### config.mk
export PLATFORM = sky130hd
export DESIGN_NAME = utf8_stream_decoder_unit
export DESIGN_NICKNAME = d
export VERILOG_FILES = /design/src/sv/u8sd_pkg.sv /design/src/sv/u8sd_front.sv /design/src/sv/u8sd_fifo.sv /design/src/sv/u8sd_back.sv /design/src/sv/utf8_stream_decoder_unit.sv
export VERILOG_INCLUDE_DIRS = /design/src /design/src/sv
export SDC_FILE = /design/constraint.sdc
export NUM_CORES = 1
export LEC_CHECK = 0
export BUFFER_PORTS_ARGS = -buffer_cell sky130_fd_sc_hd__buf_2
export CORE_AREA = 2 2 140 142
export CTS_CLUSTER_SIZE = 40
export DETAILED_ROUTE_END_ITERATION = 10
export DIE_AREA = 0 0 142 144
export GPL_ROUTABILITY_DRIVEN = 0
export PLACE_DENSITY = 0.57
export SLEW_MARGIN = 20
export SYNTH_ARGS = -nofsm -noshare
export SYNTH_HDL_FRONTEND = slang
export SYNTH_SLANG_ARGS = --single-unit
### constraint.sdc
create_clock -name clk -period 6.91 [get_ports clk]
set_input_delay 1.0365 -clock clk [delete_from_list [all_inputs] [get_ports clk]]
set_output_delay 1.0365 -clock clk [all_outputs]
set_load 0.03 [all_outputs]
### src/sv/utf8_stream_decoder_unit_defines.svh
// ----------------------------------------------------------------------------
// UTF-8 stream decoder assertion macros
// Shared concurrent assertion forms, clocked on clk and disabled in reset.
// ----------------------------------------------------------------------------
`ifndef UTF8_STREAM_DECODER_UNIT_DEFINES_SVH
`define UTF8_STREAM_DECODER_UNIT_DEFINES_SVH

// Check a condition at every clock edge out of reset.
`define U8SD_CHECK(label, cond, msg) \
    label: assert property (@(posedge clk) disable iff (!rst_n) (cond)) \
        else $error(msg);

// Check that a trigger is followed by a condition in the next cycle.
`define U8SD_NEXT(label, trig, cond, msg) \
    label: assert property (@(posedge clk) disable iff (!rst_n) (trig) |=> (cond)) \
        else $error(msg);

`endif

### src/sv/u8sd_pkg.sv
// ----------------------------------------------------------------------------
// UTF-8 stream decoder package
// Payload types and constants shared by the decoder modules.
// ----------------------------------------------------------------------------
`timescale 1ns / 1ps
`default_nettype none

package u8sd_pkg;

    localparam logic [20:0] REPLACEMENT = 21'h00FFFD;
    localparam logic [20:0] MAX_CODE    = 21'h10FFFF;
    localparam logic [20:0] MIN_LEN2    = 21'h000080;
    localparam logic [20:0] MIN_LEN3    = 21'h000800;
    localparam logic [20:0] MIN_LEN4    = 21'h010000;

    typedef struct packed {
        logic [7:0] data_byte;
        logic       end_of_buffer;
    } byte_t;

    typedef struct packed {
        logic [20:0] code_point;
        logic [2:0]  byte_count;
        logic        last_of_run;
    } result_t;

    // Results caused by one byte: r0 always, r1 only when two is set.
    typedef struct packed {
        logic    two;
        result_t r0;
        result_t r1;
    } job_t;

endpackage

`default_nettype wire

### src/sv/u8sd_front.sv
// ----------------------------------------------------------------------------
// UTF-8 stream decoder front end
// Accepts bytes, tracks the open sequence and builds the result jobs.
// ----------------------------------------------------------------------------
`timescale 1ns / 1ps
`default_nettype none

module u8sd_front
    import u8sd_pkg::*;
(
    input  wire logic  clk,
    input  wire logic  rst_n,
    input  wire logic  accept,
    input  wire byte_t byte_data,
    output logic       push,
    output job_t       job
);

    logic [1:0]  rem_reg, rem_next;
    logic [20:0] pv_reg, pv_next;
    logic [2:0]  taken_reg, taken_next;
    logic [1:0]  seqlen_reg, seqlen_next;

    logic [7:0]  b;
    logic        eob;
    logic        cont;
    logic        fresh_emit;
    logic [20:0] fresh_cp;
    logic [20:0] open_pv;
    logic [1:0]  open_len;
    logic [20:0] ext_pv;
    logic [2:0]  ext_taken;
    logic [1:0]  ext_rem;
    logic [20:0] min_val;
    logic [20:0] done_cp;

    assign b    = byte_data.data_byte;
    assign eob  = byte_data.end_of_buffer;
    assign cont = (b[7:6] == 2'b10);

    // Decode the byte as if no sequence were open.
    always_comb
    begin
        fresh_emit = 1'b1;
        fresh_cp   = REPLACEMENT;
        open_pv    = '0;
        open_len   = 2'd0;
        if (b < 8'h80)
        begin
            fresh_cp = {13'd0, b};
        end
        else if (b < 8'hC2 || b > 8'hF4 || eob)
        begin
            fresh_cp = REPLACEMENT;
        end
        else
        begin
            fresh_emit = 1'b0;
            if (b < 8'hE0)
            begin
                open_pv  = {16'd0, b[4:0]};
                open_len = 2'd1;
            end
            else if (b < 8'hF0)
            begin
                open_pv  = {17'd0, b[3:0]};
                open_len = 2'd2;
            end
            else
            begin
                open_pv  = {18'd0, b[2:0]};
                open_len = 2'd3;
            end
        end
    end

    assign ext_pv    = {pv_reg[14:0], b[5:0]};
    assign ext_taken = taken_reg + 3'd1;
    assign ext_rem   = rem_reg - 2'd1;

    always_comb
    begin
        unique case (seqlen_reg)
            2'd1:    min_val = MIN_LEN2;
            2'd2:    min_val = MIN_LEN3;
            default: min_val = MIN_LEN4;
        endcase
    end

    assign done_cp = (ext_pv < min_val || ext_pv > MAX_CODE) ? REPLACEMENT : ext_pv;

    always_comb
    begin
        rem_next    = rem_reg;
        pv_next     = pv_reg;
        taken_next  = taken_reg;
        seqlen_next = seqlen_reg;
        push        = 1'b0;
        job         = '0;
        if (accept)
        begin
            if (rem_reg != 2'd0 && cont)
            begin
                rem_next   = ext_rem;
                pv_next    = ext_pv;
                taken_next = ext_taken;
                if (ext_rem == 2'd0 || eob)
                begin
                    push              = 1'b1;
                    job.r0.code_point = (ext_rem == 2'd0) ? done_cp : REPLACEMENT;
                    job.r0.byte_count = ext_taken;
                    job.r0.last_of_run = 1'b1;
                    rem_next    = 2'd0;
                    pv_next     = '0;
                    taken_next  = 3'd0;
                    seqlen_next = 2'd0;
                end
            end
            else
            begin
                // Close any interrupted sequence, then take the byte afresh.
                rem_next    = open_len;
                pv_next     = open_pv;
                taken_next  = fresh_emit ? 3'd0 : 3'd1;
                seqlen_next = open_len;
                push        = (rem_reg != 2'd0) || fresh_emit;
                if (rem_reg != 2'd0)
                begin
                    job.two            = fresh_emit;
                    job.r0.code_point  = REPLACEMENT;
                    job.r0.byte_count  = taken_reg;
                    job.r0.last_of_run = !fresh_emit;
                    job.r1.code_point  = fresh_cp;
                    job.r1.byte_count  = 3'd1;
                    job.r1.last_of_run = 1'b1;
                end
                else
                begin
                    job.r0.code_point  = fresh_cp;
                    job.r0.byte_count  = 3'd1;
                    job.r0.last_of_run = 1'b1;
                end
            end
        end
    end

    always_ff @(posedge clk or negedge rst_n)
    begin
        if (!rst_n)
        begin
            rem_reg    <= 2'd0;
            pv_reg     <= '0;
            taken_reg  <= 3'd0;
            seqlen_reg <= 2'd0;
        end
        else
        begin
            rem_reg    <= rem_next;
            pv_reg     <= pv_next;
            taken_reg  <= taken_next;
            seqlen_reg <= seqlen_next;
        end
    end

endmodule

`default_nettype wire

### src/sv/u8sd_fifo.sv
// ----------------------------------------------------------------------------
// UTF-8 stream decoder job queue
// Short register queue between the front end and the output stage.
// ----------------------------------------------------------------------------
`timescale 1ns / 1ps
`default_nettype none
`include "utf8_stream_decoder_unit_defines.svh"

module u8sd_fifo
    import u8sd_pkg::*;
#(
    parameter int DEPTH = 4
)
(
    input  wire logic clk,
    input  wire logic rst_n,
    input  wire logic push,
    input  wire job_t push_job,
    input  wire logic pop,
    output logic      full,
    output logic      not_empty,
    output job_t      head
);

    localparam int PTR_W = (DEPTH > 1) ? $clog2(DEPTH) : 1;
    localparam int CNT_W = $clog2(DEPTH + 1);

    job_t             mem_reg [DEPTH];
    logic [PTR_W-1:0] wr_ptr_reg, wr_ptr_next;
    logic [PTR_W-1:0] rd_ptr_reg, rd_ptr_next;
    logic [CNT_W-1:0] count_reg, count_next;
    logic             do_push;
    logic             do_pop;

    assign full      = (count_reg == CNT_W'(DEPTH));
    assign not_empty = (count_reg != '0);
    assign head      = mem_reg[rd_ptr_reg];
    assign do_push   = push && !full;
    assign do_pop    = pop && not_empty;

    always_comb
    begin
        wr_ptr_next = wr_ptr_reg;
        rd_ptr_next = rd_ptr_reg;
        count_next  = count_reg;
        if (do_push)
        begin
            wr_ptr_next = (wr_ptr_reg == PTR_W'(DEPTH - 1)) ? '0 : wr_ptr_reg + 1'b1;
        end
        if (do_pop)
        begin
            rd_ptr_next = (rd_ptr_reg == PTR_W'(DEPTH - 1)) ? '0 : rd_ptr_reg + 1'b1;
        end
        if (do_push && !do_pop)
        begin
            count_next = count_reg + 1'b1;
        end
        else if (do_pop && !do_push)
        begin
            count_next = count_reg - 1'b1;
        end
    end

    always_ff @(posedge clk or negedge rst_n)
    begin
        if (!rst_n)
        begin
            wr_ptr_reg <= '0;
            rd_ptr_reg <= '0;
            count_reg  <= '0;
        end
        else
        begin
            wr_ptr_reg <= wr_ptr_next;
            rd_ptr_reg <= rd_ptr_next;
            count_reg  <= count_next;
        end
    end

    always_ff @(posedge clk)
    begin
        if (do_push)
        begin
            mem_reg[wr_ptr_reg] <= push_job;
        end
    end

    `U8SD_CHECK(a_no_overflow, !(push && full), "job pushed into a full queue")
    `U8SD_CHECK(a_count_range, count_reg <= CNT_W'(DEPTH), "queue count beyond depth")

endmodule

`default_nettype wire

### src/sv/u8sd_back.sv
// ----------------------------------------------------------------------------
// UTF-8 stream decoder output stage
// Unpacks jobs into single results and holds them in the output register.
// ----------------------------------------------------------------------------
`timescale 1ns / 1ps
`default_nettype none
`include "utf8_stream_decoder_unit_defines.svh"

module u8sd_back
    import u8sd_pkg::*;
(
    input  wire logic clk,
    input  wire logic rst_n,
    input  wire logic job_avail,
    input  wire job_t job,
    output logic      pop,
    output logic      valid,
    input  wire logic ready,
    output result_t   data
);

    result_t out_reg;
    result_t sec_reg;
    logic    out_valid_reg;
    logic    sec_valid_reg;
    logic    take;
    logic    can_load;

    assign take     = out_valid_reg && ready;
    assign can_load = !out_valid_reg || (take && !sec_valid_reg);
    assign pop      = can_load && job_avail;
    assign valid    = out_valid_reg;
    assign data     = out_reg;

    always_ff @(posedge clk or negedge rst_n)
    begin
        if (!rst_n)
        begin
            out_valid_reg <= 1'b0;
            sec_valid_reg <= 1'b0;
        end
        else if (take && sec_valid_reg)
        begin
            // Advance to the held second result.
            sec_valid_reg <= 1'b0;
        end
        else if (pop)
        begin
            out_valid_reg <= 1'b1;
            sec_valid_reg <= job.two;
        end
        else if (take)
        begin
            out_valid_reg <= 1'b0;
        end
    end

    always_ff @(posedge clk)
    begin
        if (take && sec_valid_reg)
        begin
            out_reg <= sec_reg;
        end
        else if (pop)
        begin
            out_reg <= job.r0;
            sec_reg <= job.r1;
        end
    end

    `U8SD_CHECK(a_second_needs_first, !sec_valid_reg || out_valid_reg,
                "second result held without a first")
    `U8SD_CHECK(a_first_not_last, !sec_valid_reg || !out_reg.last_of_run,
                "first of two results marked last")
    `U8SD_NEXT(a_second_follows, take && sec_valid_reg,
               out_valid_reg && out_reg.last_of_run, "second result did not follow")

endmodule

`default_nettype wire

### src/sv/utf8_stream_decoder_unit.sv
// ----------------------------------------------------------------------------
// UTF-8 stream decoder
// Decodes a byte stream into code points with their byte counts.
//
//   channel   dir  handshake                 payload
//   byte      in   byte_valid / byte_ready   byte_data (data_byte, end_of_buffer)
//   cp        out  cp_valid / cp_ready       cp_data (code_point, byte_count,
//                                             last_of_run)
//
// One byte is accepted per cycle while the job queue has room.
// A byte that closes an interrupted sequence and is itself a result yields
// two results; the output register sends one per cycle while cp_ready is set.
// Each result is registered in the job queue and then in the output register.
// Reset clears the sequence state, the queue and the output register.
// Output stalls back up through the QUEUE_DEPTH-entry queue to byte_ready.
// ----------------------------------------------------------------------------
`timescale 1ns / 1ps
`default_nettype none

module utf8_stream_decoder_unit
    import u8sd_pkg::*;
#(
    parameter int QUEUE_DEPTH = 4
)
(
    input  wire logic  clk,
    input  wire logic  rst_n,
    input  wire logic  byte_valid,
    output logic       byte_ready,
    input  wire byte_t byte_data,
    output logic       cp_valid,
    input  wire logic  cp_ready,
    output result_t    cp_data
);

    logic accept;
    logic push;
    job_t push_job;
    logic pop;
    logic full;
    logic not_empty;
    job_t head;

    assign byte_ready = !full;
    assign accept     = byte_valid && byte_ready;

    u8sd_front u_front (
        .clk       (clk),
        .rst_n     (rst_n),
        .accept    (accept),
        .byte_data (byte_data),
        .push      (push),
        .job       (push_job)
    );

    u8sd_fifo #(
        .DEPTH (QUEUE_DEPTH)
    ) u_fifo (
        .clk       (clk),
        .rst_n     (rst_n),
        .push      (push),
        .push_job  (push_job),
        .pop       (pop),
        .full      (full),
        .not_empty (not_empty),
        .head      (head)
    );

    u8sd_back u_back (
        .clk       (clk),
        .rst_n     (rst_n),
        .job_avail (not_empty),
        .job       (head),
        .pop       (pop),
        .valid     (cp_valid),
        .ready     (cp_ready),
        .data      (cp_data)
    );

endmodule

`default_nettype wire

==> results.cfg <==
[outcome]
outcome = completed

[pwr]
seq_power_share = 0.445
power.switching_w = 0.00130
leakagePower_nw = 3.50
internal_power_w = 0.00294
clockPowerShare = 0.276
p_sw_frac = 0.307
vdd_drop_max_mv = 0.283
p_comb_frac = 0.279
power.density_mw_per_mm2 = 441

[critical_path]
cp.required_ps = 7290
crit_path_start_kind = register
path_cells = inv_1 -> ha_1 -> or4b_4 -> o211ai_4 -> nor2_1 -> ha_1 -> inv_1 -> fa_1 -> mux2_2
critPathTopFamily = adder cells
cp.arrival_ps = 3460
cp_slowest_cell = or4b_4
path_max_fanout = 14
crit_buf_inv = 2
worstSetupPathType = reg2reg
cp-end-kind = register
max_stage_delay_ps = 620

[timing]
hold_viol = 0
slew_viol_final = 0
max-slew-margin-rel = 0.346
rsz0062_at_grt = false
worstMarginPinSlew_ps = 974
timing.final.crit_period_ps = 3080
timing.final.crit_share = 0.446
finClkSkew_ps = 9.55
max_freq_mhz = 324
fin_tns_setup_ps = 0
finalSetupViolCount = 0

[synth]
synth_top_family_by_area = multiplexers
synth_simple_gate_area_frac = 0.0860
syn-num-nets = 537
seq_area_frac_synth = 0.714
yosysTopAreaCell = edfxtp_1
synth_enable_flop_cells = 174
synth_area_per_cell_um2 = 16.5
ys_ff_latch = 205
syn-cell-area_mm2 = 0.00841
synth.area.mux_share = 0.103
synth-xor-area-share = 0.00521
syn-instance-count = 510
ys.flop_type = edfxtp_1
synth-compound-area-share = 0.0469
yosys.area.top_type_share = 0.621
synth_area_leaders = edfxtp_1 62%, mux4_2 9.4%, dfrtp_1 9.2%
async_flop_share = 0.151
synth_fa_ha_area_frac = 0.0217
synth_warnings = 0
ys_types = 54

[grt]
grt-ovfl-total = 0
grt_pass1_wl_mm = 26.7
grt_max_degree = 32
track_usage = 0.174
grt_pass1_vias = 4576
grt_antenna_before_repair = 0

[place]
port_buffers = 39
detailed_place_hpwl_mm = 10.6
postPlaceCellArea_mm2 = 0.00889
dp.cells = 774

[routing]
ant_nets = 0
wl_mm = 16.8
vias = 4440
vias_per_cell = 5.45
first_pass_iters = 5
route.detailed.drc = 0
first_iter_violations = 312
wire_per_inst_um = 20.7

[floorplanning]
dieWidth_um = 142
dieArea_mm2 = 0.0204
ios = 40
initial_core_util = 0.441
core-area_mm2 = 0.0191
die_h_um = 144
row_count = 51

[hold_path]
min-delay-path-class = reg2reg

[layout]
fill_cells = 1593
nets = 587
final_area_mm2 = 0.00963
utilization = 0.505
drive_above_1_share = 0.240
largest_register_ffs = 140
fin_cells = 814
area_delta_synth_final_pct = 14.5
antennaDiodeCount = 0

[cts]
root_buffer = clkbuf_16
holdBufCountCts = 0
clkLatencyLatePin_ps = 490
clkSinkCount = 205
cts_setup_buffers = 0
cts_tree = yes
numCtsBuffers = 22
cts.path.max_buffers = 3
ctsResizeCount = 0
ctsHtreeMaxLevel = 1
clk_pin_slew_ps = 60

[flow_run]
maxCapViolCount = 0
power groups by stage:
stage               combinational [W]  sequential (W)  clock, W
floorplan                    0.000725         0.00204         0
global placement              0.00120         0.00191         0
detailed placement            0.00121         0.00192         0
CTS                           0.00122         0.00189   0.00120
global route                  0.00130         0.00193   0.00126
finish                        0.00118         0.00189   0.00117
worst min-delay path: cells and delay by family, from the launching register on:
| kind | cells | cell delay, ps |
|---|---|---|
| and+or+nand+nor | 2 | 110 |
| DFF | 1 | 370 |
cells in the mapped netlist (all sizes together) (2+ instances only):
cell and count:
mux2 4, a22oi 3, o21a 15, nor4 3, o211ai 2, nand2b 2
clkbuf 13, mux4 35, inv 20, nor3 13, nor3b 6, nor2 12
and3 3, and2 9, a32oi 2, edfxtp 174, or4b 2, nor2b 2
nand3 15, o21ai 13, or3 4, ha 13, nand2 66, xor2 4
mux2i 3, a22o 5, o22ai 2, dfrtp 31, buf 13, nand4b 2
a21oi 5
routing by layer:
metal	wire (um)	up-vias	global-route usage
met4	278	0	0.0442
met5	0	-	0
li1	-	2060	-
met1	7550	2253	0.240
met3	789	22	0.0301
met2	8200	105	0.291
cells by family after synthesis:
logic type,Yosys count
compound gates,54
xor+xnor,5
fa+ha+maj,14
buf+inv,46
flops,205
mux,42
simple gates,144
final timing paths:
kind | from | endpoint | slack, ps | depth (start not counted)
setup / recovery | u_front.rem_reg[0] | u_fifo.count_reg[1] | 3830 | 9
hold reg to reg | u_front.taken_reg[1] | u_front.taken_reg[1] | 510 | 2
hold / removal | u_front.taken_reg[1] | u_front.taken_reg[1] | 510 | 2
setup reg to reg | u_front.rem_reg[0] | u_fifo.count_reg[1] | 3830 | 9
min in group asynchronous | rst_n | u_fifo.wr_ptr_reg[0] | 620 | 1
max in group asynchronous | rst_n | u_fifo.rd_ptr_reg[0] | 5770 | 1
metrics by stage:
| step | setup WS (ps) | hold slack, ps | total power, W |
|---|---|---|---|
| 2_1_floorplan | 2040 | 454 | 0.00277 |
| 3_3_place_gp | 3480 | 481 | 0.00311 |
| 3_5_place_dp | 3480 | 495 | 0.00313 |
| 4_1_cts | 3820 | 508 | 0.00431 |
| 5_1_grt | 3630 | 533 | 0.00448 |
| 6_report | 3830 | 513 | 0.00424 |
placed cells by master, fill, tap and decap left out, types with 5 or more instances in the layout:
master | netlist | routed
clkbuf_16 | 0 | 23
dfrtp_1 | 31 | 30
and2_1 | 9 | 9
inv_1 | 20 | 20
a21oi_1 | 5 | 5
nand3_1 | 15 | 15
buf_4 | 0 | 13
a22o_1 | 5 | 5
nor2_1 | 10 | 10
nor3_1 | 13 | 13
nor3b_2 | 1 | 5
o21ai_0 | 13 | 13
buf_2 | 10 | 39
o21a_1 | 15 | 15
nand2_1 | 65 | 65
clkinv_1 | 0 | 5
edfxtp_1 | 174 | 174
mux4_2 | 35 | 35
ha_1 | 13 | 13
final cells by class:
| class | count | area [um^2] | area share |
|---|---|---|---|
| sequential | 205 | 6000 | 0.623 |
| multi-input combinational | 259 | 2230 | 0.231 |
| clock buffer | 26 | 587 | 0.0609 |
| tap | 238 | 298 | 0.0309 |
| timing repair buffer | 52 | 293 | 0.0304 |
| clock inverter | 14 | 149 | 0.0155 |
| inverter | 20 | 75.1 | 0.00780 |
(Power assumes the default switching activity.)
